## config.mk

```make
export PLATFORM = sky130hd
export DESIGN_NAME = vad_gated_dc_removed_recorder
export DESIGN_NICKNAME = d
export VERILOG_FILES = /design/src/rtl/vgdr_pkg.sv /design/src/rtl/vgdr_store.sv /design/src/rtl/vgdr_div.sv /design/src/rtl/vad_gated_dc_removed_recorder.sv
export SDC_FILE = /design/constraint.sdc
export NUM_CORES = 2
export LEC_CHECK = 0
export ABC_AREA = 0
export BUFFER_PORTS_ARGS = -buffer_cell sky130_fd_sc_hd__buf_2
export CORE_ASPECT_RATIO = 0.7
export CORE_MARGIN = 10
export CORE_UTILIZATION = 31
export CTS_BUF_LIST = sky130_fd_sc_hd__clkbuf_4
export DETAILED_ROUTE_END_ITERATION = 6
export PLACE_DENSITY = 0.46
export SYNTH_ARGS = -nofsm -noshare
export SYNTH_HDL_FRONTEND = slang
export SYNTH_SLANG_ARGS = --single-unit
```

## constraint.sdc

```tcl
create_clock -name clock -period 16.3 [get_ports clock]
set_input_delay 3.26 -clock clock [delete_from_list [all_inputs] [get_ports clock]]
set_output_delay 3.26 -clock clock [all_outputs]
set_load 0.05 [all_outputs]
```

## src/rtl/vgdr_pkg.sv

```systemverilog
// Package: word types, register indexes, reset values and helpers for the recorder.
`timescale 1ns / 1ps
`default_nettype none
package vgdr_pkg;

   localparam int CHUNK_MAX = 64;
   localparam int AW = $clog2(CHUNK_MAX);
   localparam int NW = AW + 1;

   localparam logic [18:0] MAX_REC_RST = 19'd160000;
   localparam logic [7:0]  GAIN_RST    = 8'd1;
   localparam logic [12:0] VAD_THR_RST = 13'd500;
   localparam logic [17:0] MIN_REC_RST = 18'd4800;
   localparam logic [17:0] SIL_STP_RST = 18'd3200;
   localparam logic [19:0] SILENCE_SAT = 20'hFFFFF;

   typedef enum logic [2:0] {
      CSR_MAX_REC = 3'd0,
      CSR_GAIN    = 3'd1,
      CSR_VAD_THR = 3'd2,
      CSR_VAD_EN  = 3'd3,
      CSR_MIN_REC = 3'd4,
      CSR_SIL_STP = 3'd5
   } csr_idx_type;

   typedef enum logic [3:0] {
      ST_IDLE,
      ST_DEV_ADDR,
      ST_DEV_MUL,
      ST_DEV_ACC,
      ST_THR_A,
      ST_THR_B,
      ST_DECIDE,
      ST_EM_ADDR,
      ST_EM_MUL,
      ST_EM_CEN,
      ST_EM_GAIN,
      ST_EM_DIV,
      ST_EM_OUT
   } state_type;

   typedef struct packed {
      logic               kind;
      logic signed [31:0] raw_sample;
      logic               chunk_end;
   } req_type;

   typedef struct packed {
      logic signed [15:0] pcm;
      logic               run_last;
      logic               speech_seen;
      logic               recording_done;
      logic               stopped_by_vad;
      logic [18:0]        recorded_count;
   } rsp_type;

   function automatic logic signed [15:0] sat16(input logic signed [31:0] x);
      logic signed [15:0] r;
      if (x > 32'sd32767) r = 16'sh7FFF;
      else if (x < -32'sd32768) r = 16'sh8000;
      else r = x[15:0];
      return r;
   endfunction

endpackage
`default_nettype wire

```

## src/rtl/vgdr_store.sv

```systemverilog
// Chunk sample memory, one write and one registered read port.
`timescale 1ns / 1ps
`default_nettype none
module vgdr_store (
   input  wire logic                     clock,
   input  wire logic                     we,
   input  wire logic [vgdr_pkg::AW-1:0]  waddr,
   input  wire logic signed [15:0]       wdata,
   input  wire logic [vgdr_pkg::AW-1:0]  raddr,
   output logic signed [15:0]            rdata_ff
);
   logic signed [15:0] mem [vgdr_pkg::CHUNK_MAX];

   always_ff @(posedge clock) begin
      if (we) mem[waddr] <= wdata;
      rdata_ff <= mem[raddr];
   end
endmodule
`default_nettype wire

```

## src/rtl/vgdr_div.sv

```systemverilog
// Restoring divider, one quotient bit per cycle, truncates toward zero.
`timescale 1ns / 1ps
`default_nettype none
module vgdr_div (
   input  wire logic                     clock,
   input  wire logic                     reset,
   input  wire logic                     start,
   input  wire logic signed [31:0]       dividend,
   input  wire logic [vgdr_pkg::NW-1:0]  divisor,
   output logic                          done,
   output logic signed [31:0]            quotient
);
   logic                    busy_ff, busy_in, done_ff, done_in, neg_ff, neg_in;
   logic [4:0]              cnt_ff, cnt_in;
   logic [31:0]             q_ff, q_in;
   logic [vgdr_pkg::NW-1:0] rem_ff, rem_in, dvs_ff, dvs_in;
   logic [vgdr_pkg::NW:0]   trial;

   always_comb begin
      busy_in = busy_ff;
      done_in = 1'b0;
      neg_in  = neg_ff;
      cnt_in  = cnt_ff;
      q_in    = q_ff;
      rem_in  = rem_ff;
      dvs_in  = dvs_ff;
      trial   = {rem_ff, q_ff[31]};
      if (start) begin
         busy_in = 1'b1;
         neg_in  = dividend[31];
         q_in    = dividend[31] ? 32'(-dividend) : 32'(dividend);
         rem_in  = '0;
         cnt_in  = '0;
         dvs_in  = divisor;
      end else if (busy_ff) begin
         if (trial >= {1'b0, dvs_ff}) begin
            rem_in = vgdr_pkg::NW'(trial - {1'b0, dvs_ff});
            q_in   = {q_ff[30:0], 1'b1};
         end else begin
            rem_in = trial[vgdr_pkg::NW-1:0];
            q_in   = {q_ff[30:0], 1'b0};
         end
         cnt_in = cnt_ff + 5'd1;
         if (cnt_ff == 5'd31) begin
            busy_in = 1'b0;
            done_in = 1'b1;
         end
      end
   end

   always_ff @(posedge clock) begin
      if (reset) begin
         busy_ff <= 1'b0;
         done_ff <= 1'b0;
      end else begin
         busy_ff <= busy_in;
         done_ff <= done_in;
      end
      neg_ff <= neg_in;
      cnt_ff <= cnt_in;
      q_ff   <= q_in;
      rem_ff <= rem_in;
      dvs_ff <= dvs_in;
   end

   assign done     = done_ff;
   assign quotient = neg_ff ? -$signed(q_ff) : $signed(q_ff);
endmodule
`default_nettype wire

```

## src/rtl/vad_gated_dc_removed_recorder.sv

```systemverilog
// Top level: chunk buffering, deviation and speech decision sequencer, centred output.
// Sequence: after the chunk end word of a chunk, the deviation pass and speech decision
// run, then each result word is set up, divided in the divider and output, and is held
// while rsp_stall is high.
// Input words are accepted while the block is idle; it is busy during analysis/emit.
// Reset (synchronous, active high) restores register defaults and clears the recording.
`timescale 1ns / 1ps
`default_nettype none
module vad_gated_dc_removed_recorder (
   input  wire logic              clock,
   input  wire logic              reset,
   input  wire logic              req_valid,
   output logic                   req_stall,
   input  wire vgdr_pkg::req_type req_data,
   output logic                   rsp_valid,
   input  wire logic              rsp_stall,
   output vgdr_pkg::rsp_type      rsp_data,
   input  wire logic              csr_valid,
   output logic                   csr_ready,
   input  wire logic [2:0]        csr_index,
   input  wire logic [31:0]       csr_wdata
);
   localparam int AW = vgdr_pkg::AW;
   localparam int NW = vgdr_pkg::NW;

   vgdr_pkg::state_type state_ff, state_in;

   logic [18:0] max_rec_ff;
   logic [7:0]  gain_ff;
   logic [12:0] vad_thr_ff;
   logic        vad_en_ff;
   logic [17:0] min_rec_ff, sil_stp_ff;

   logic [NW-1:0]      fill_ff, fill_in;
   logic signed [22:0] total_ff, total_in;
   logic [18:0]        written_ff, written_in;
   logic               speech_ff, speech_in, done_ff, done_in, vstop_ff, vstop_in;
   logic [19:0]        sil_ff, sil_in;
   logic [AW-1:0]      k_ff, k_in;
   logic signed [23:0] prod_ff, prod_in;
   logic signed [24:0] c_ff, c_in, cw;
   logic [29:0]        dev_ff, dev_in;
   logic [12:0]        nn_ff, nn_in;
   logic [25:0]        thr_ff, thr_in;
   logic [18:0]        cnt_ff, cnt_in;
   logic               rv_ff, rv_in;
   vgdr_pkg::rsp_type  rsp_ff, rsp_in;

   logic               acc, we, div_start, div_done, last_k;
   logic signed [15:0] v, rdata;
   logic [AW-1:0]      raddr;
   logic signed [32:0] gp;
   logic signed [31:0] quo;
   logic [19:0]        after, sil_sum;

   vgdr_store u_store (
      .clock(clock), .we(we), .waddr(fill_ff[AW-1:0]), .wdata(v),
      .raddr(raddr), .rdata_ff(rdata)
   );

   vgdr_div u_div (
      .clock(clock), .reset(reset), .start(div_start), .dividend(gp[31:0]),
      .divisor(fill_ff), .done(div_done), .quotient(quo)
   );

   assign csr_ready = 1'b1;
   assign req_stall = (state_ff != vgdr_pkg::ST_IDLE);
   assign rsp_valid = rv_ff;
   assign rsp_data  = rsp_ff;
   assign acc       = req_valid && !req_stall;
   assign v         = req_data.raw_sample[31:16];
   assign raddr     = k_ff;
   assign last_k    = ({1'b0, k_ff} + NW'(1)) == fill_ff;
   assign cw        = 25'(prod_ff) - 25'(total_ff);
   assign gp        = $signed({1'b0, gain_ff}) * c_ff;
   assign after     = 20'(written_ff) + 20'(fill_ff);
   assign sil_sum   = sil_ff + 20'(fill_ff);

   always_comb begin
      state_in   = state_ff;
      fill_in    = fill_ff;
      total_in   = total_ff;
      written_in = written_ff;
      speech_in  = speech_ff;
      done_in    = done_ff;
      vstop_in   = vstop_ff;
      sil_in     = sil_ff;
      k_in       = k_ff;
      prod_in    = prod_ff;
      c_in       = c_ff;
      dev_in     = dev_ff;
      nn_in      = nn_ff;
      thr_in     = thr_ff;
      cnt_in     = cnt_ff;
      rv_in      = rv_ff;
      rsp_in     = rsp_ff;
      we         = 1'b0;
      div_start  = 1'b0;
      unique case (state_ff)
         vgdr_pkg::ST_IDLE: begin
            if (acc) begin
               if (req_data.kind) begin
                  fill_in    = '0;
                  total_in   = '0;
                  written_in = '0;
                  speech_in  = 1'b0;
                  sil_in     = '0;
                  done_in    = 1'b0;
                  vstop_in   = 1'b0;
               end else if (!done_ff) begin
                  if (fill_ff < NW'(vgdr_pkg::CHUNK_MAX) &&
                      after < 20'(max_rec_ff)) begin
                     we       = 1'b1;
                     fill_in  = fill_ff + NW'(1);
                     total_in = total_ff + 23'(v);
                  end
                  if (req_data.chunk_end && fill_in != '0) begin
                     k_in     = '0;
                     dev_in   = '0;
                     state_in = vgdr_pkg::ST_DEV_ADDR;
                  end
               end
            end
         end
         vgdr_pkg::ST_DEV_ADDR: state_in = vgdr_pkg::ST_DEV_MUL;
         vgdr_pkg::ST_DEV_MUL: begin
            prod_in  = 24'(fill_ff) * 24'(rdata);
            state_in = vgdr_pkg::ST_DEV_ACC;
         end
         vgdr_pkg::ST_DEV_ACC: begin
            dev_in = dev_ff + (cw[24] ? 30'(-cw) : 30'(cw));
            if (last_k) begin
               state_in = vgdr_pkg::ST_THR_A;
            end else begin
               k_in     = k_ff + AW'(1);
               state_in = vgdr_pkg::ST_DEV_ADDR;
            end
         end
         vgdr_pkg::ST_THR_A: begin
            nn_in    = 13'(fill_ff) * 13'(fill_ff);
            state_in = vgdr_pkg::ST_THR_B;
         end
         vgdr_pkg::ST_THR_B: begin
            thr_in   = 26'(nn_ff) * 26'(vad_thr_ff);
            state_in = vgdr_pkg::ST_DECIDE;
         end
         vgdr_pkg::ST_DECIDE: begin
            if (30'(thr_ff) <= dev_ff) begin
               speech_in = 1'b1;
               sil_in    = '0;
            end else if (speech_ff) begin
               sil_in = (sil_sum < sil_ff) ? vgdr_pkg::SILENCE_SAT : sil_sum;
            end
            if (vad_en_ff && speech_in && after >= 20'(min_rec_ff) &&
                sil_in >= 20'(sil_stp_ff)) begin
               done_in  = 1'b1;
               vstop_in = 1'b1;
            end
            if (after >= 20'(max_rec_ff)) done_in = 1'b1;
            cnt_in     = written_ff;
            written_in = after[18:0];
            k_in       = '0;
            state_in   = vgdr_pkg::ST_EM_ADDR;
         end
         vgdr_pkg::ST_EM_ADDR: state_in = vgdr_pkg::ST_EM_MUL;
         vgdr_pkg::ST_EM_MUL: begin
            prod_in  = 24'(fill_ff) * 24'(rdata);
            state_in = vgdr_pkg::ST_EM_CEN;
         end
         vgdr_pkg::ST_EM_CEN: begin
            c_in     = cw;
            state_in = vgdr_pkg::ST_EM_GAIN;
         end
         vgdr_pkg::ST_EM_GAIN: begin
            div_start = 1'b1;
            state_in  = vgdr_pkg::ST_EM_DIV;
         end
         vgdr_pkg::ST_EM_DIV: begin
            if (div_done) begin
               cnt_in                = cnt_ff + 19'd1;
               rsp_in.pcm            = vgdr_pkg::sat16(quo);
               rsp_in.run_last       = last_k;
               rsp_in.speech_seen    = speech_ff;
               rsp_in.recording_done = done_ff;
               rsp_in.stopped_by_vad = vstop_ff;
               rsp_in.recorded_count = cnt_ff + 19'd1;
               rv_in                 = 1'b1;
               state_in              = vgdr_pkg::ST_EM_OUT;
            end
         end
         vgdr_pkg::ST_EM_OUT: begin
            if (!rsp_stall) begin
               rv_in = 1'b0;
               if (last_k) begin
                  fill_in  = '0;
                  total_in = '0;
                  state_in = vgdr_pkg::ST_IDLE;
               end else begin
                  k_in     = k_ff + AW'(1);
                  state_in = vgdr_pkg::ST_EM_ADDR;
               end
            end
         end
         default: state_in = vgdr_pkg::ST_IDLE;
      endcase
   end

   always_ff @(posedge clock) begin
      if (reset) begin
         state_ff   <= vgdr_pkg::ST_IDLE;
         fill_ff    <= '0;
         total_ff   <= '0;
         written_ff <= '0;
         speech_ff  <= 1'b0;
         done_ff    <= 1'b0;
         vstop_ff   <= 1'b0;
         sil_ff     <= '0;
         rv_ff      <= 1'b0;
      end else begin
         state_ff   <= state_in;
         fill_ff    <= fill_in;
         total_ff   <= total_in;
         written_ff <= written_in;
         speech_ff  <= speech_in;
         done_ff    <= done_in;
         vstop_ff   <= vstop_in;
         sil_ff     <= sil_in;
         rv_ff      <= rv_in;
      end
      k_ff    <= k_in;
      prod_ff <= prod_in;
      c_ff    <= c_in;
      dev_ff  <= dev_in;
      nn_ff   <= nn_in;
      thr_ff  <= thr_in;
      cnt_ff  <= cnt_in;
      rsp_ff  <= rsp_in;
   end

   always_ff @(posedge clock) begin
      if (reset) begin
         max_rec_ff <= vgdr_pkg::MAX_REC_RST;
         gain_ff    <= vgdr_pkg::GAIN_RST;
         vad_thr_ff <= vgdr_pkg::VAD_THR_RST;
         vad_en_ff  <= 1'b0;
         min_rec_ff <= vgdr_pkg::MIN_REC_RST;
         sil_stp_ff <= vgdr_pkg::SIL_STP_RST;
      end else if (csr_valid && csr_ready) begin
         unique case (csr_index)
            vgdr_pkg::CSR_MAX_REC: max_rec_ff <= csr_wdata[18:0];
            vgdr_pkg::CSR_GAIN:    gain_ff    <= csr_wdata[7:0];
            vgdr_pkg::CSR_VAD_THR: vad_thr_ff <= csr_wdata[12:0];
            vgdr_pkg::CSR_VAD_EN:  vad_en_ff  <= csr_wdata[0];
            vgdr_pkg::CSR_MIN_REC: min_rec_ff <= csr_wdata[17:0];
            vgdr_pkg::CSR_SIL_STP: sil_stp_ff <= csr_wdata[17:0];
            default: ;
         endcase
      end
   end
endmodule
`default_nettype wire

```

==> run summary <==
largest net degree at the start of global routing: 93
Avg WL per Cell: 22.21 microns
Period Utilization, post-route: 0.4681
CP Data Required Time: 17.13 ns
Nets: 7477
actual slew at the worst max-slew pin: 1.275 ns
antenna viol nets, final: 0
most frequent cells in the layout: 1245 x edfxtp_1, 641 x inv_1, 564 x nand2_1
commonest non-fill, non-tap cell in the layout: edfxtp_1
clock sinks: 1429
HPWL Detailed: 158300 microns
max frequency: 131.0 MHz
status: completed
number of library cell types mapped by synthesis: 104
vias in the first global route: 52810
Clk Latency, worst-skew pair: 1.24 ns
crit-path max FO: 16
initial DRC count: 4350
Final Cell Area: 91210 sq um
final setup vio count: 0
Int Pwr: 0.006516 W
Cell Pwr Density: 101.5 nW/um^2
worst stage delay on the critical path: 1.15 ns
Avg Vias per Cell: 4.979
clock root cell: clkbuf_4
post-CTS setup buffers: 0
dpl cell area: 86280 sq um
initial core utilization: 0.3109
vias: 51900
RePlAce Congestion: 0.8151
Clk pwr share: 0.352
clock buffer depth: 4
leakage power: 34.51 nW
clk slew on worst S/H paths: 0.06 ns
power share of the sequential group: 0.447
Slew headroom: 0.1489
Chip Width: 631.6 microns
GRT Util Overall: 0.1618
WP data arrival: 8.46 ns
global-route wire length before repair: 347300 microns
Die Area: 283000 sq um
Worst Setup End Kind: register
Setup CP Type: reg2reg
RSZ-0062 raised after global routing: false
DRT Wirelength: 231600 microns
total negative slack: 0 ns
endpoints failing hold: 0
Yosys reg bits: 1429
Layout Utilization: 0.3494
combinational share of power: 0.201
ys flop type: edfxtp_1
H-tree depth: 5
share of cells above drive strength 1: 0.1915
Clock Skew: 0.1075 ns
Core Region: 261100 sq um
PortBufs: 85
number of cell rows: 157
DRC viols: 0
Sw Share: 0.2961
gr ovfl total: 0
yosys warns: 0
highest-delay cell along the critical path: nor2_2
IO Pins: 116
EDFF count, synth: 1245
router iterations before antenna repair: 6
Psw: 0.002741 W
max-cap viol count: 0
Synth Area per Inst: 12.94 sq um
post-synthesis sequential area ratio: 0.5060
Cells after Synth: 6271
Die Ht: 448.1 microns
critical path launch point type: register
CTS buffer count: 386
Mapped Area: 81160 sq um
crit path cell chain: ha_1 > fa_1 > a21o_1 > a21oi_1 > nor2b_1 > o21ai_0 > nor2b_1 > xnor2_1 > buf_4 > ha_1 > a21o_1 > a2111oi_0 > o31ai_1 > a211oi_1 > o221ai_1 > buf_4 > nor2_1 > nand2_1 > nor2_1 > nand3b_1 > nor2_2
worst min-delay path class: reg2reg
final slew viol count: 0
post-layout minimum cycle time: 7.631 ns
antenna violations before repair: 22
ys async rst share: 0
Max VDD drop: 53.02 uV
CTS tree: yes
Syn-to-layout area delta: 12.38%
cts repair resizes: 0
# hold bufs at CTS: 0
[area by class of cell]
cell class | instances | area, sq um
fillers | 25630 | 169900
flip-flops and latches | 1429 | 41080
multi-input cells | 3946 | 36920
well taps | 3498 | 4377
clock buffers | 563 | 4227
inverters | 644 | 2417
repair buffers | 223 | 1489
clock inverters | 109 | 668.1
diodes | 12 | 30.03
[cells by family after synthesis]
family | share of synthesized area
compound gates | 0.06948
xor+xnor | 0.02955
fa+ha+maj | 0.1534
buf+inv | 0.04224
flops | 0.5060
mux | 0.09820
other cells | 0.00009253
simple gates | 0.1010
[critical path, delay by kind of cell, from the launching register on]
family	cells	cell delay, ns
xor+xnor	1	0.13
fa+ha+maj	3	0.97
compound gates	8	2.21
simple gates	7	3.01
flops	1	0.48
buf+inv	2	0.41
[registers in the layout (all words and copies together) (netlist names), 20 cells and up]
name	cells
u_div.q_ff	32
thr_ff	26
dev_ff	30
rsp_data	39
total_ff	23
c_ff	25
prod_ff	24
sil_ff	20
u_store.mem	1024
[power by group through the flow]
| stage | Sequential, W | Combinational (W) | Clock, W |
|---|---|---|---|
| 4_1_cts | 0.00414 | 0.00188 | 0.00338 |
| 2_1_floorplan | 0.00416 | 0.00130 | 0 |
| 6_report | 0.00414 | 0.00186 | 0.00325 |
| 3_3_place_gp | 0.00421 | 0.00186 | 0 |
| 5_1_grt | 0.00414 | 0.00206 | 0.00356 |
| 3_5_place_dp | 0.00421 | 0.00187 | 0 |
[path summary, 6_finish.rpt]
check,start,end,slack [ns],cells past startpoint
max,fill_ff[0],u_store.mem[14][3],8.67,21
min,sil_stp_ff[4],sil_stp_ff[4],0.46,2
max reg2reg,fill_ff[0],u_store.mem[14][3],8.67,21
min reg2reg,sil_stp_ff[4],sil_stp_ff[4],0.46,2
[stage by stage]
stage | power [W] | cells | setup WS, ns | hold slack, ns
floorplan | 0.005461 | 6278 | 10.45 | 0.4081
global placement | 0.006074 | 9740 | 8.624 | 0.4448
detailed placement | 0.006085 | 9740 | 8.649 | 0.4498
CTS | 0.009394 | 10410 | 8.591 | 0.4592
global route | 0.009762 | 10420 | 8.030 | 0.4696
finish | 0.009257 | 10420 | 8.669 | 0.4576
[cell usage after synthesis (16+ instances only)]
library cell  number  area (sq um)
mux4_2           336          7567
nand4_1           32         200.2
xor2_1            96         840.8
mux2_2            22         247.7
nand2_1          565          2121
o21bai_1          25         187.7
dfxtp_1          184          3684
o31ai_1           26         195.2
nand3_1           95         475.5
o21ai_0          146         730.7
o211ai_1          24         180.2
a22oi_1           28         210.2
inv_1            642          2410
and2_1           310          1939
ha_1             403          5042
nor2_1           320          1201
and3_1            36         225.2
o22ai_1           16         100.1
nor2b_1           42         262.8
a211oi_1          32         240.2
fa_1             370          7407
nand2b_1          47         294.0
edfxtp_1        1245         37390
nor3_1            96         480.5
o21a_1            30         225.2
a21o_1            81         608.1
clkbuf_1         205         769.5
xnor2_1          176          1541
a21oi_1          251          1256
nor4_1            22         137.6
or3_1             24         150.1
a31oi_1           24         150.1
buf_1             38         142.6
[metal layers]
| metal | up-vias | part of all wire | GRT usage |
|---|---|---|---|
| li1 | 23580 | - | - |
| met1 | 26450 | 0.50 | 0.2516 |
| met2 | 1536 | 0.41 | 0.2299 |
| met3 | 320 | 0.067 | 0.03221 |
| met4 | 2 | 0.019 | 0.03711 |
| met5 | - | 0.000039 | 0 |
(Power assumes the default switching activity.)
